[config.mk]
export PLATFORM = sky130hd
export DESIGN_NAME = length_framed_byte_receiver_unit
export DESIGN_NICKNAME = d
export VERILOG_FILES = /design/src/rtl/lfbr_pkg.sv /design/src/rtl/lfbr_store.sv /design/src/rtl/lfbr_out.sv /design/src/rtl/lfbr_ctrl.sv /design/src/rtl/length_framed_byte_receiver_unit.sv
export SDC_FILE = /design/constraint.sdc
export NUM_CORES = 1
export LEC_CHECK = 0
export BUFFER_PORTS_ARGS = -buffer_cell sky130_fd_sc_hd__buf_4
export CORE_MARGIN = 2
export CORE_UTILIZATION = 60
export CTS_BUF_LIST = sky130_fd_sc_hd__clkbuf_16
export CTS_CLUSTER_DIAMETER = 150
export CTS_CLUSTER_SIZE = 10
export DETAILED_ROUTE_END_ITERATION = 7
export PLACE_DENSITY = 0.87
export SLEW_MARGIN = 20
export SYNTH_ARGS = -nofsm -noshare
export SYNTH_HDL_FRONTEND = slang
export SYNTH_SLANG_ARGS = --single-unit
export TNS_END_PERCENT = 10
[constraint.sdc]
create_clock -name i_clk -period 9.31 [get_ports i_clk]
set_input_delay 1.862 -clock i_clk [delete_from_list [all_inputs] [get_ports i_clk]]
set_output_delay 1.862 -clock i_clk [all_outputs]
set_load 0.02 [all_outputs]
[src/rtl/lfbr_pkg.sv]
// Shared types and constants for the length framed byte receiver.
// Used by lfbr_out, lfbr_ctrl and the top level; depends on nothing.
package lfbr_pkg;

    localparam int BUF_BYTES_DEF = 64;
    localparam int POS_W         = 6;
    localparam int LEN_W         = 16;
    localparam int KIND_W        = 3;
    localparam int HDR_BYTES     = 3;

    // Result kinds.
    localparam logic [KIND_W-1:0] KIND_BYTE     = 3'd0;
    localparam logic [KIND_W-1:0] KIND_EMPTY    = 3'd1;
    localparam logic [KIND_W-1:0] KIND_OVERFLOW = 3'd2;
    localparam logic [KIND_W-1:0] KIND_BADSIZE  = 3'd3;
    localparam logic [KIND_W-1:0] KIND_NOTERM   = 3'd4;

    // Configuration register indexes.
    localparam logic CFG_START_CHAR = 1'b0;
    localparam logic CFG_END_CHAR   = 1'b1;

    typedef struct packed {
        logic [KIND_W-1:0] kind;
        logic [7:0]        payload_byte;
        logic [POS_W-1:0]  msg_length;
        logic              last;
    } t_result;

    typedef struct packed {
        logic    valid;
        t_result res;
    } t_res_push;

endpackage

[src/rtl/lfbr_store.sv]
// Frame store of the length framed byte receiver: one write port and one
// read port, read data registered. Depends on nothing but its parameters.
module lfbr_store #(
    parameter int DEPTH = 64,
    parameter int AW    = $clog2(DEPTH)
) (
    input  logic          i_clk,
    input  logic          i_we,
    input  logic [AW-1:0] i_waddr,
    input  logic [7:0]    i_wdata,
    input  logic          i_re,
    input  logic [AW-1:0] i_raddr,
    output logic [7:0]    o_rdata
);

    logic [7:0] r_mem [DEPTH];
    logic [7:0] r_rdata;

    always_ff @(posedge i_clk) begin
        if (i_we) begin
            r_mem[i_waddr] <= i_wdata;
        end
        // Read data holds until the next read is issued.
        if (i_re) begin
            r_rdata <= r_mem[i_raddr];
        end
    end

    assign o_rdata = r_rdata;

endmodule

[src/rtl/lfbr_out.sv]
// Output register of the length framed byte receiver: holds one result word
// until the master side takes it. Depends on lfbr_pkg.
module lfbr_out (
    input  logic               i_clk,
    input  logic               i_rst_n,
    input  lfbr_pkg::t_res_push i_push,
    output logic               o_slot_free,
    output logic               o_valid,
    input  logic               i_ready,
    output lfbr_pkg::t_result  o_res
);
    import lfbr_pkg::*;

    logic    r_valid;
    logic    n_valid;
    t_result r_res;

    assign o_slot_free = !r_valid || i_ready;

    always_comb begin
        n_valid = r_valid;
        if (i_push.valid) begin
            n_valid = 1'b1;
        end else if (i_ready) begin
            n_valid = 1'b0;
        end
    end

    always_ff @(posedge i_clk) begin
        if (!i_rst_n) begin
            r_valid <= 1'b0;
        end else begin
            r_valid <= n_valid;
        end
        if (i_push.valid) begin
            r_res <= i_push.res;
        end
    end

    assign o_valid = r_valid;
    assign o_res   = r_res;

endmodule

[src/rtl/lfbr_ctrl.sv]
// Frame parser and replay sequencer of the length framed byte receiver.
// Drives the frame store and the output register. Depends on lfbr_pkg.
module lfbr_ctrl #(
    parameter int BUF_BYTES = lfbr_pkg::BUF_BYTES_DEF,
    parameter int AW        = $clog2(BUF_BYTES)
) (
    input  logic                i_clk,
    input  logic                i_rst_n,
    input  logic                i_valid,
    output logic                o_ready,
    input  logic [7:0]          i_byte,
    input  logic                i_cfg_valid,
    input  logic                i_cfg_index,
    input  logic [7:0]          i_cfg_data,
    output logic                o_we,
    output logic [AW-1:0]       o_waddr,
    output logic [7:0]          o_wdata,
    output logic                o_re,
    output logic [AW-1:0]       o_raddr,
    input  logic [7:0]          i_rdata,
    input  logic                i_slot_free,
    output lfbr_pkg::t_res_push o_push
);
    import lfbr_pkg::*;

    localparam logic [1:0] ST_IDLE   = 2'd0;
    localparam logic [1:0] ST_LEN    = 2'd1;
    localparam logic [1:0] ST_DATA   = 2'd2;
    localparam logic [1:0] ST_REPLAY = 2'd3;

    localparam logic [POS_W:0] BUF_LIM = (POS_W + 1)'(BUF_BYTES);
    localparam logic [POS_W:0] HDR     = (POS_W + 1)'(HDR_BYTES);

    logic [1:0]       r_state,     n_state;
    logic [POS_W-1:0] r_pos,       n_pos;
    logic [LEN_W-1:0] r_decl,      n_decl;
    logic [POS_W-1:0] r_len,       n_len;
    logic [POS_W-1:0] r_rd_cnt,    n_rd_cnt;
    logic             r_pend,      n_pend;
    logic             r_pend_last, n_pend_last;
    logic [7:0]       r_start_char;
    logic [7:0]       r_end_char;

    logic             acc;
    logic             load;
    logic [POS_W:0]   widx;
    logic [POS_W:0]   ridx;

    assign o_ready = (r_state != ST_REPLAY) && i_slot_free;
    assign acc     = i_valid && o_ready;
    assign load    = r_pend && i_slot_free;
    assign widx    = {1'b0, r_pos} + HDR;
    assign ridx    = {1'b0, r_rd_cnt} + HDR;
    assign o_waddr = widx[AW-1:0];
    assign o_raddr = ridx[AW-1:0];
    assign o_wdata = i_byte;

    always_comb begin
        n_state     = r_state;
        n_pos       = r_pos;
        n_decl      = r_decl;
        n_len       = r_len;
        n_rd_cnt    = r_rd_cnt;
        n_pend      = r_pend;
        n_pend_last = r_pend_last;
        o_we        = 1'b0;
        o_re        = 1'b0;
        o_push      = '0;

        case (r_state)
            ST_IDLE: begin
                if (acc && (i_byte == r_start_char)) begin
                    n_state = ST_LEN;
                    n_pos   = '0;
                    n_decl  = '0;
                end
            end
            ST_LEN: begin
                if (acc) begin
                    if (!r_pos[0]) begin
                        n_decl = {r_decl[LEN_W-1:8], i_byte};
                        n_pos  = POS_W'(1);
                    end else begin
                        n_decl  = {i_byte, r_decl[7:0]};
                        n_state = ST_DATA;
                        n_pos   = '0;
                    end
                end
            end
            ST_DATA: begin
                if (acc) begin
                    if (widx >= BUF_LIM) begin
                        n_state              = ST_IDLE;
                        n_pos                = '0;
                        o_push.valid         = 1'b1;
                        o_push.res.kind      = KIND_OVERFLOW;
                        o_push.res.last      = 1'b1;
                    end else begin
                        o_we = 1'b1;
                        if (i_byte == r_end_char) begin
                            n_state = ST_IDLE;
                            n_pos   = '0;
                            if ({{(LEN_W - POS_W){1'b0}}, r_pos} != r_decl) begin
                                o_push.valid    = 1'b1;
                                o_push.res.kind = KIND_BADSIZE;
                                o_push.res.last = 1'b1;
                            end else if (r_pos == '0) begin
                                o_push.valid    = 1'b1;
                                o_push.res.kind = KIND_EMPTY;
                                o_push.res.last = 1'b1;
                            end else begin
                                n_state  = ST_REPLAY;
                                n_len    = r_pos;
                                n_rd_cnt = '0;
                                n_pend   = 1'b0;
                            end
                        end else if ({{(LEN_W - POS_W){1'b0}}, r_pos} == r_decl) begin
                            n_state         = ST_IDLE;
                            n_pos           = '0;
                            o_push.valid    = 1'b1;
                            o_push.res.kind = KIND_NOTERM;
                            o_push.res.last = 1'b1;
                        end else begin
                            n_pos = r_pos + POS_W'(1);
                        end
                    end
                end
            end
            ST_REPLAY: begin
                if (load) begin
                    o_push.valid            = 1'b1;
                    o_push.res.kind         = KIND_BYTE;
                    o_push.res.payload_byte = i_rdata;
                    o_push.res.msg_length   = r_len;
                    o_push.res.last         = r_pend_last;
                    n_pend                  = 1'b0;
                end
                if (!r_pend || load) begin
                    if (r_rd_cnt != r_len) begin
                        o_re        = 1'b1;
                        n_pend      = 1'b1;
                        n_pend_last = (r_rd_cnt + POS_W'(1)) == r_len;
                        n_rd_cnt    = r_rd_cnt + POS_W'(1);
                    end else begin
                        n_state = ST_IDLE;
                    end
                end
            end
            default: begin
                n_state = ST_IDLE;
            end
        endcase
    end

    always_ff @(posedge i_clk) begin
        if (!i_rst_n) begin
            r_state      <= ST_IDLE;
            r_pos        <= '0;
            r_decl       <= '0;
            r_len        <= '0;
            r_rd_cnt     <= '0;
            r_pend       <= 1'b0;
            r_pend_last  <= 1'b0;
            r_start_char <= 8'd2;
            r_end_char   <= 8'd3;
        end else begin
            r_state     <= n_state;
            r_pos       <= n_pos;
            r_decl      <= n_decl;
            r_len       <= n_len;
            r_rd_cnt    <= n_rd_cnt;
            r_pend      <= n_pend;
            r_pend_last <= n_pend_last;
            if (i_cfg_valid) begin
                if (i_cfg_index == CFG_START_CHAR) begin
                    r_start_char <= i_cfg_data;
                end else if (i_cfg_index == CFG_END_CHAR) begin
                    r_end_char <= i_cfg_data;
                end
            end
        end
    end

endmodule

[src/rtl/length_framed_byte_receiver_unit.sv]
// Top level of the length framed byte receiver: parser, frame store and
// output register. Depends on lfbr_pkg, lfbr_store, lfbr_out and lfbr_ctrl.
//
// The receiver takes one byte per input word and assembles frames of the
// form start byte, 16-bit little-endian length, payload, end byte. Bytes
// outside a frame other than the start byte are dropped silently. A frame
// whose end byte arrives exactly after the declared length is replayed from
// the frame store as one output word per payload byte (tlast on the final
// one), or as a single empty-message word when the length is zero. An early
// end byte gives an invalid-size word, a wrong byte where the end byte
// belongs gives a terminator-missing word, and a payload that would not fit
// BUF_BYTES bytes (header and end byte included) gives an overflow word;
// each of these returns the receiver to waiting for a start byte. While
// parsing, one byte is accepted per cycle as long as the output register
// is empty or being emptied in that cycle. After a good frame the input is
// held off for the replay, which reads the store through its single read
// port with registered read data. The store needs no clearing after reset.
// The start and end byte values are written through the configuration port
// (index 0 and 1); the user must write them only while the receiver is
// idle, which the block itself does not enforce. They reset to 2 and 3.
module length_framed_byte_receiver_unit #(
    parameter int BUF_BYTES = lfbr_pkg::BUF_BYTES_DEF
) (
    input  logic        i_clk,
    input  logic        i_rst_n,
    // Slave side: tdata[7:0] rx_byte.
    input  logic        i_s_axis_tvalid,
    output logic        o_s_axis_tready,
    input  logic [7:0]  i_s_axis_tdata,
    // Master side: tdata[7:0] payload_byte, tdata[13:8] msg_length,
    // tdata[15:14] zero.
    output logic        o_m_axis_tvalid,
    input  logic        i_m_axis_tready,
    output logic [15:0] o_m_axis_tdata,
    // tuser[2:0] kind.
    output logic [2:0]  o_m_axis_tuser,
    output logic        o_m_axis_tlast,
    // Configuration write channel.
    input  logic        i_cfg_valid,
    output logic        o_cfg_ready,
    input  logic        i_cfg_index,
    input  logic [7:0]  i_cfg_data
);
    import lfbr_pkg::*;

    localparam int AW = $clog2(BUF_BYTES);

    logic          we;
    logic [AW-1:0] waddr;
    logic [7:0]    wdata;
    logic          re;
    logic [AW-1:0] raddr;
    logic [7:0]    rdata;
    logic          slot_free;
    t_res_push     push;
    t_result       res;

    // Registers are always writable.
    assign o_cfg_ready = 1'b1;

    lfbr_ctrl #(
        .BUF_BYTES (BUF_BYTES),
        .AW        (AW)
    ) u_ctrl (
        .i_clk       (i_clk),
        .i_rst_n     (i_rst_n),
        .i_valid     (i_s_axis_tvalid),
        .o_ready     (o_s_axis_tready),
        .i_byte      (i_s_axis_tdata),
        .i_cfg_valid (i_cfg_valid),
        .i_cfg_index (i_cfg_index),
        .i_cfg_data  (i_cfg_data),
        .o_we        (we),
        .o_waddr     (waddr),
        .o_wdata     (wdata),
        .o_re        (re),
        .o_raddr     (raddr),
        .i_rdata     (rdata),
        .i_slot_free (slot_free),
        .o_push      (push)
    );

    lfbr_store #(
        .DEPTH (BUF_BYTES),
        .AW    (AW)
    ) u_store (
        .i_clk   (i_clk),
        .i_we    (we),
        .i_waddr (waddr),
        .i_wdata (wdata),
        .i_re    (re),
        .i_raddr (raddr),
        .o_rdata (rdata)
    );

    lfbr_out u_out (
        .i_clk       (i_clk),
        .i_rst_n     (i_rst_n),
        .i_push      (push),
        .o_slot_free (slot_free),
        .o_valid     (o_m_axis_tvalid),
        .i_ready     (i_m_axis_tready),
        .o_res       (res)
    );

    assign o_m_axis_tdata = {2'b00, res.msg_length, res.payload_byte};
    assign o_m_axis_tuser = res.kind;
    assign o_m_axis_tlast = res.last;

endmodule
# After elaboration in Yosys (flattened, before gate mapping)
# Memory sizes are Yosys's and may differ from the RTL's. A register that Yosys moved wholly into a read port is not among the register bits.
# Cells that the tools add are included.
# op_classes
eq_ne	23
n_bitwise	4
mux	66
n_reduce_logical	25
n_lt_le_gt_ge	1
addsub	4
# ops
cell	count
$mux W6	13
$mux W16	3
$pmux W16 S2	1
$mux W1	25
$mux W4	6
$mux W2	11
$mux W19	1
$pmux W6 S3	1
$eq A6 B16 Y1	1
$eq A8 B8 Y1	2
$ne A6 B16 Y1	1
$ne A2 B1 Y1 const B	7
$add A6 B1 Y6 const B	2
$ne A2 B2 Y1 const B	6
$pmux W6 S2	1
$reduce_and A4 Y1	3
$reduce_and A6 Y1	2
$pmux W2 S4	1
$pmux W4 S2	1
$reduce_and A8 Y1	1
$add A6 B2 Y7 const B	1
$ge A7 B7 Y1 const B	1
$reduce_and A7 Y1	1
$add A6 B2 Y6 const B	1
other kinds (16)	30
# word_totals
memories	1
inputBits	22
ram_bits	512
elab_cells	139
ff_bits	73
output_inout_bits	23
# memory_table
name	words	width	rd	rd_clocked_by_memory_dff	write_ports	line_no	source
u_store.r_mem	64	8	1	1	1	lfbr_store.sv:16	logic [7:0] r_mem [DEPTH];

# Depth between registers and ports, before layout
# Gate-level depths: netlist (run 1).
# logic_depth
word_depth	8
ltp_mapped	12

# Modules after synthesis
# From an unflattened synthesis (run 1), not the netlist that was laid out.
# unflattened
hier_cells	1432
area_unflattened_um2	24338.3
# modules_own_cells
module	area_per_inst_um2	cells_each	n_inst	seq_area_each_um2
lfbr_store	20370.8	994	1	15615.0
lfbr_ctrl	3348.2	411	1	1081.0
lfbr_out	589.3	22	1	560.5
length_framed_byte_receiver_unit	30.0	5	1	0.0

# Worst setup path before layout (run 1)
# No wires, ideal clock.
# synth_timing
path_type	input-to-output
from	in i_m_axis_tready
to	out o_s_axis_tready
path_stages	2
n_path_buf	0
slack_ps	5249
arrival_ps	2199
path_cell_list	nor2b_1 > nor2_1
# synth_via
elab_chain_cells	2
# synth_rtl
item	line_no	source
start: declaration	length_framed_byte_receiver_unit.sv:33	input logic i_m_axis_tready,
$logic_or A1 B1 Y1	lfbr_out.sv:18	assign o_slot_free = !r_valid || i_ready;
$logic_and A1 B1 Y1	lfbr_ctrl.sv:49	assign o_ready = (r_state != ST_REPLAY) && i_slot_free;
end: declaration	length_framed_byte_receiver_unit.sv:28	output logic o_s_axis_tready,
# Every way passes these cells.

# Final worst setup path (run 1)
# layout_timing
from	reg u_ctrl.r_rd_cnt[1]
to	reg u_store.r_rdata[7], in the netlist u_store.o_rdata[7] (read register of u_store.r_mem) (data pin)
# layout_via
elab_chain_cells	4
elab_cells_between_ends	5
cone_classes	1 x add/sub; 1 x eq/ne; 3 x mux
# layout_rtl
item	line_no	source
start: declaration	lfbr_ctrl.sv:38	logic [POS_W-1:0] r_rd_cnt, n_rd_cnt;
start signal: assignment	lfbr_ctrl.sv:171	r_rd_cnt <= n_rd_cnt;
$ne A6 B6 Y1	lfbr_ctrl.sv:139	if (r_rd_cnt != r_len) begin
$mux W1	lfbr_ctrl.sv:139	
$mux W1	lfbr_ctrl.sv:138	if (!r_pend || load) begin
$mux W1	lfbr_ctrl.sv:70	case (r_state)
end: declaration	lfbr_store.sv:17	logic [7:0] r_rdata;
# Several ways; a longest one is shown, not always the timed one.
# A chain may end at the register's enable or synchronous reset.

==> summary.md, run 1 <==
| Metric | Value |
|---|---|
| Status | `finished, final reports clean` |
| Die footprint | `0.0413 sq mm` |
| Period utilization | `0.472` |
| Antenna viol nets, final | `0` |
| DIE HEIGHT | `203 microns` |
| Worst-path clk slew | `60 ps` |
| HPWL after DPL | `31.1 mm` |
| Largest net degree at the start of global routing | `136` |
| Critical Path Source Type | `flip-flop` |
| Mean Syn Cell Area | `18.8 sq um` |
| Sequential power share | `0.540` |
| Mapped Area | `0.0238 sq mm` |
| CORE AREA | `0.0389 sq mm` |
| Hold_ws | `469 ps` |
| Vias in the first global route | `12,800` |
| Vias | `12,800` |
| Worst hold path class | `reg2reg` |
| Placed Instances | `1,766` |
| Clock power share | `0.437` |
| Post-synth EDFFs | `538` |
| Max Buffers Root-to-Sink | `3` |
| Leakage power | `8.29 nW` |
| Register area share after synthesis | `0.724` |
| Boundary pin count | `45` |
| CTS Buf Count | `69` |
| Max-slew headroom | `0.261` |
| Syn-to-layout area delta | `11.2%` |
| H-tree depth | `3` |
| Root buf cell | `clkbuf_16` |
| Worst-Margin Slew | `1110 ps` |
| Critical Path Fanout Max | `74` |
| Slew Limit Fails | `0` |
| WL per Instance | `30.4 microns` |
| PD cells | `203 mW/mm^2` |
| Final Non-Filler Cells | `1,853` |
| Initial antenna violation count | `1` |
| Combinational share of power | `0.023` |
| DR iter-0 viols | `1,759` |
| Clk_skew | `23.8 ps` |
| DRC Markers | `0` |
| Worst-Skew Late Latency | `580 ps` |
| Final Util | `0.680` |
| CP Capture Type | `flip-flop` |
| Sw Pwr | `0.00108 W` |
| Instance count of the mapped netlist | `1,264` |
| VDD IR max | `0.000136 V` |
| CP required | `9580 ps` |
| NumNets Final | `1,351` |
| Routability cong. | `0.846` |
| Drt pass-1 iters | `6` |
| Sw frac | `0.200` |
| RSZ-0062 raised after global routing | `no` |
| Int Power | `0.00431 W` |
| Setup violators final | `0` |
| Initial Util | `0.612` |
| Cell taking the most area after synthesis | `edfxtp_1` |
| Final Hold Vio Count | `0` |
| Number of synthesized register bits | `593` |
| Hold-fix buffers, CTS | `0` |
| Prevailing post-synth register cell | `edfxtp_1` |
| Tmin final | `4390 ps` |
| Setup TNS | `0 ps` |
| Total of warnings raised by yosys | `0` |
| Max cap viols | `0` |
| Port buffer count | `41` |
| Critical path data arrival time | `4660 ps` |
| Ys async rst share | `0` |
| First-pass GRT wire length | `84.9 mm` |
| PostCTS Resize Cnt | `0` |
| Vias per cell | `6.89` |
| Tot GR Track Use | `0.283` |
| CTS tree | `yes` |
| CTS sink cnt | `593` |
| Critical path type | `reg2reg` |
| Fillers | `2,294` |
| Layout cells sized above 1 | `0.230` |
| Row cnt | `72` |
| Yosys cell types | `57` |
| Total Wirelength | `56.3 mm` |
| Area fraction of the dominant cell type after synthesis | `0.678` |
| Die width | `203 microns` |
| Grt ovf | `0` |
| Top cells by area, synth | `edfxtp_1 68%, mux4_2 15%, dfxtp_1 4.6%` |
| Fmax | `228 MHz` |
| # Post-CTS Setup Buffers | `0` |
## cells in the final DEF, fill, tap and decap left out, types with 9 or more instances in the layout
cell       count
nor2_1        91
clkbuf_16     73
nand2_1       72
nand3_1       31
a22oi_1       13
edfxtp_1     538
inv_1         23
xor2_1         9
and2_1        22
dfxtp_1       54
a31oi_1       11
buf_4         48
mux4_2       160
xnor2_1       25
a21oi_1       21
nand2b_1      12
a22o_1        16
mux2i_1        9
## synth_stat cells (2+ instances only)
| master | number |
|---|---|
| a21oi_1 | 21 |
| a22o_1 | 16 |
| a22oi_1 | 13 |
| a31oi_1 | 11 |
| a32oi_1 | 3 |
| and2_1 | 22 |
| and3_1 | 5 |
| buf_1 | 7 |
| buf_2 | 22 |
| buf_4 | 6 |
| buf_6 | 4 |
| clkbuf_1 | 27 |
| conb_1 | 2 |
| dfxtp_1 | 55 |
| edfxtp_1 | 538 |
| ha_1 | 8 |
| inv_1 | 13 |
| mux2_2 | 4 |
| mux2i_1 | 9 |
| mux4_2 | 160 |
| nand2_1 | 72 |
| nand2b_1 | 12 |
| nand3_1 | 31 |
| nand3b_1 | 3 |
| nand4_1 | 6 |
| nand4b_1 | 2 |
| nor2_1 | 91 |
| nor2b_1 | 8 |
| nor3_2 | 3 |
| nor4_1 | 5 |
| o211ai_1 | 6 |
| o21ai_0 | 8 |
| o21ai_1 | 2 |
| o22ai_1 | 3 |
| o311ai_0 | 2 |
| o31ai_1 | 4 |
| or2_2 | 5 |
| or3_1 | 2 |
| xnor2_1 | 25 |
| xnor2_2 | 2 |
| xor2_1 | 10 |
## path summary, 6_finish.rpt
check | startpoint | end | slack, ps | depth (start not counted)
max | u_ctrl.r_rd_cnt[1]$_SDFFE_PN0P_ | u_store.o_rdata[7]$_DFFE_PP_ | 4920 | 8
min | u_ctrl.r_end_char[4]$_SDFFE_PN0P_ | u_ctrl.r_end_char[4]$_SDFFE_PN0P_ | 470 | 2
min reg2reg | u_ctrl.r_end_char[4]$_SDFFE_PN0P_ | u_ctrl.r_end_char[4]$_SDFFE_PN0P_ | 470 | 2
max reg2reg | u_ctrl.r_rd_cnt[1]$_SDFFE_PN0P_ | u_store.o_rdata[7]$_DFFE_PP_ | 4920 | 8
## sequential cells by signal, summed over array words and instances (netlist names)
| register | count |
|---|---|
| u_ctrl.r_start_char | 8 |
| u_ctrl.r_pend_last | 1 |
| u_ctrl.r_pend | 1 |
| u_ctrl.r_rd_cnt | 6 |
| u_ctrl.r_state | 2 |
| u_ctrl.r_end_char | 8 |
| u_ctrl.r_pos | 6 |
| u_ctrl.r_len | 6 |
| u_store.r_mem | 512 |
| u_out.o_valid | 1 |
| u_ctrl.r_decl | 16 |
| u_out.o_res | 18 |
| u_store.o_rdata | 8 |
## cell families after synthesis
kind of cell	synth area share
mux	0.157
other cells	0.000315
xor+xnor	0.0142
fa+ha+maj	0.00420
compound gates	0.0297
simple gates	0.0544
flops	0.724
buf+inv	0.0158
## metal layers
| metal | GRT usage | routed length, microns |
|---|---|---|
| met1 | 0.397 | 21100 |
| met2 | 0.456 | 27700 |
| met3 | 0.0516 | 5310 |
| met4 | 0.100 | 2160 |
| met5 | 0 | 0 |
## worst max-delay path, cell delays in order, from the launching register on
cell     delay, ps
dfxtp_1        500
inv_1          140
ha_4           850
buf_4          950
mux4_2         460
mux4_2         560
mux2_2         300
nor2_1         100
a31oi_1         80
## through the flow
stage | power [W] | instance area (sq um) | setup slack [ps]
floorplan | 0.00302 | 23800 | 5250
global route | 0.00550 | 26500 | 4860
global placement | 0.00308 | 24600 | 4770
detailed placement | 0.00309 | 24600 | 4720
finish | 0.00539 | 26500 | 4920
CTS | 0.00540 | 26400 | 4990
## area by class of cell
class                   count  area [sq um]  share of cell area
diodes                      1          2.50           0.0000945
multi-input cells         593          6230               0.235
flip-flops and latches    593         17300               0.652
inverters                  13          48.8             0.00184
well taps                 518           648              0.0245
clock buffers              73          1830              0.0690
repair buffers             51           415              0.0157
clock inverters            11          46.3             0.00175
## power groups by stage
stage / Sequential [W] / Clock, W / Combinational [W]
2_1_floorplan: 0.00296 / 0 / 0.0000548
3_3_place_gp: 0.00296 / 0 / 0.000113
3_5_place_dp: 0.00296 / 0 / 0.000121
4_1_cts: 0.00291 / 0.00237 / 0.000122
5_1_grt: 0.00291 / 0.00246 / 0.000135
6_report: 0.00291 / 0.00235 / 0.000123
Note: power is estimated with default switching activity, not from simulation.
==> run 2: changes to the inputs <==
Settings changed: CORE_UTILIZATION 60 to 56, PLACE_DENSITY 0.87 to 0.85.
Clock period 9.31 ns to 4 ns, I/O delays scaled along.
==> summary.md, run 2 (same netlist as run 1, synthesis figures left out) <==
| Metric | Value |
|---|---|
| Boundary pin count | `45` |
| Total Wirelength | `57.3 mm` |
| Most common cell after layout, fill and taps aside | `edfxtp_1` |
| CORE AREA | `0.0419 sq mm` |
| Period utilization | `0.883` |
| DRC Markers | `0` |
| Worst hold path class | `in2reg` |
| H-tree depth | `3` |
| Tot GR Track Use | `0.267` |
| Placed cell area | `0.0250 sq mm` |
| Hold path endpoint | `u_ctrl.r_start_char[1]$_SDFFE_PN1P_` |
| Critical path data arrival time | `3750 ps` |
| Hold-fix buffers, CTS | `0` |
| Grt ovf | `0` |
| Largest net degree at the start of global routing | `97` |
| Tmin final | `3530 ps` |
| Syn-to-layout area delta | `12.8%` |
| Row cnt | `75` |
| Largest Register | `u_store.r_mem` |
| Antenna viol nets, final | `0` |
| Die footprint | `0.0442 sq mm` |
| Vias in the first global route | `13,000` |
| Slew Limit Fails | `0` |
| CTS tree | `yes` |
| Critical path type | `reg2reg` |
| Clk_skew | `35.1 ps` |
| Initial antenna violation count | `1` |
| RSZ-0062 raised after global routing | `no` |
| PostCTS Resize Cnt | `0` |
| Drt pass-1 iters | `5` |
| Fmax | `283 MHz` |
| R2R Setup Slk | `470 ps` |
| Worst-Skew Late Latency | `600 ps` |
| Setup TNS | `0 ps` |
| Layout cells sized above 1 | `0.255` |
| Worst-path clk slew | `60 ps` |
| Leakage power | `8.55 nW` |
| Vias | `13,000` |
| Post-route cell area | `0.0269 sq mm` |
| Max Buffers Root-to-Sink | `3` |
| DR iter-0 viols | `1,714` |
| Setup violators final | `0` |
| Critical Path Fanout Max | `12` |
| Status | `finished, final reports clean` |
| WL per Instance | `29.7 microns` |
| CP Capture Type | `flip-flop` |
| Initial Util | `0.568` |
| CP Launch Point | `u_ctrl.r_state[1]$_SDFFE_PN0P_` |
| DIE HEIGHT | `210 microns` |
| PD cells | `467 mW/mm^2` |
| Vias per cell | `6.73` |
| Max cap viols | `0` |
| CP required | `4220 ps` |
| NumNets Final | `1,397` |
| First-pass GRT wire length | `85.1 mm` |
| Path depth of the worst reg2reg path | `7` |
| Die width | `210 microns` |
| Worst R2R Start | `u_ctrl.r_state[1]$_SDFFE_PN0P_` |
| Final Hold Vio Count | `0` |
| Hold_sp | `i_cfg_data[1]` |
| CTS sink cnt | `593` |
| # Post-CTS Setup Buffers | `0` |
| Critical Path Source Type | `flip-flop` |
| Routability cong. | `0.884` |
| VDD IR max | `0.000298 V` |
| CTS Buf Count | `69` |
| Root buf cell | `clkbuf_16` |
| Reg2reg end | `u_store.r_mem[16][1]$_DFFE_PP_` |
| Port buffer count | `41` |
| Commonest non-fill, non-tap cells in the layout | `538 x edfxtp_1, 160 x mux4_2, 94 x buf_4, 91 x nor2_1, 72 x nand2_1` |
| Min-Delay Path Depth | `3` |
| HPWL after DPL | `33.0 mm` |
| Max reg flops | `512` |
| Worst-Margin Slew | `1090 ps` |
| Max-slew headroom | `0.270` |
## run 2: changes by cell type in the layout (fill, tap and decap cells not counted), sizes merged
| cell | change |
|---|---|
| clkbuf | -4 |
| clkinv | +1 |
| inv | +9 |
| buf | +47 |
## run 2: layout make-up
| type | instances | area [sq um] |
|---|---|---|
| clock inverter | 21 | 123 |
| fill | 2598 | 15100 |
| timing repair buffer | 97 | 766 |
| antenna | 1 | 2.50 |
| multi-input combinational | 593 | 6230 |
| sequential | 593 | 17300 |
| clock buffer | 70 | 1750 |
| inverter | 13 | 48.8 |
| tap | 539 | 674 |
## run 2: worst max-delay path: stages (launching register included)
cell,delay [ps]
dfxtp_1,350
ha_1,380
nor2b_1,330
nand3_1,200
nor2b_1,300
and2_1,270
nand3_1,510
nor2_1,820
## run 2: worst max path at each step
stage | endpoint | depth (start not counted)
global placement | u_store.r_mem[24][0]$_DFFE_PP_ | 7
CTS | u_store.r_mem[16][1]$_DFFE_PP_ | 7
global route | u_store.r_mem[16][1]$_DFFE_PP_ | 7
finish | u_store.r_mem[16][1]$_DFFE_PP_ | 7
detailed placement | u_store.r_mem[48][4]$_DFFE_PP_ | 7
floorplan | u_store.o_rdata[2]$_DFFE_PP_ | 12
## run 2: through the flow
stage	utilization	instances	power, W	hold slack, ps	setup WS [ps]
finish	0.640	1927	0.0125	457	467
detailed placement	0.596	1835	0.00719	465	575
floorplan	-	1265	0.00703	449	750
CTS	0.640	1926	0.0126	441	593
global route	0.640	1927	0.0128	458	290
global placement	0.596	1835	0.00717	458	692
## run 2: power breakdown
group	total, W	switching (W)	internal [W]	leakage [nW]
Combinational	0.000295	0.000221	0.0000739	2.26
Clock	0.00546	0.00234	0.00312	0.978
Sequential	0.00677	0.00000991	0.00676	5.32
## run 2: routing by layer
metal / global-route usage / vias up / part of all wire
li1: - / 5264 / -
met2: 0.422 / 928 / 0.49
met1: 0.366 / 6654 / 0.37
met4: 0.113 / 0 / 0.039
met5: 0 / - / 0
met3: 0.0556 / 125 / 0.10
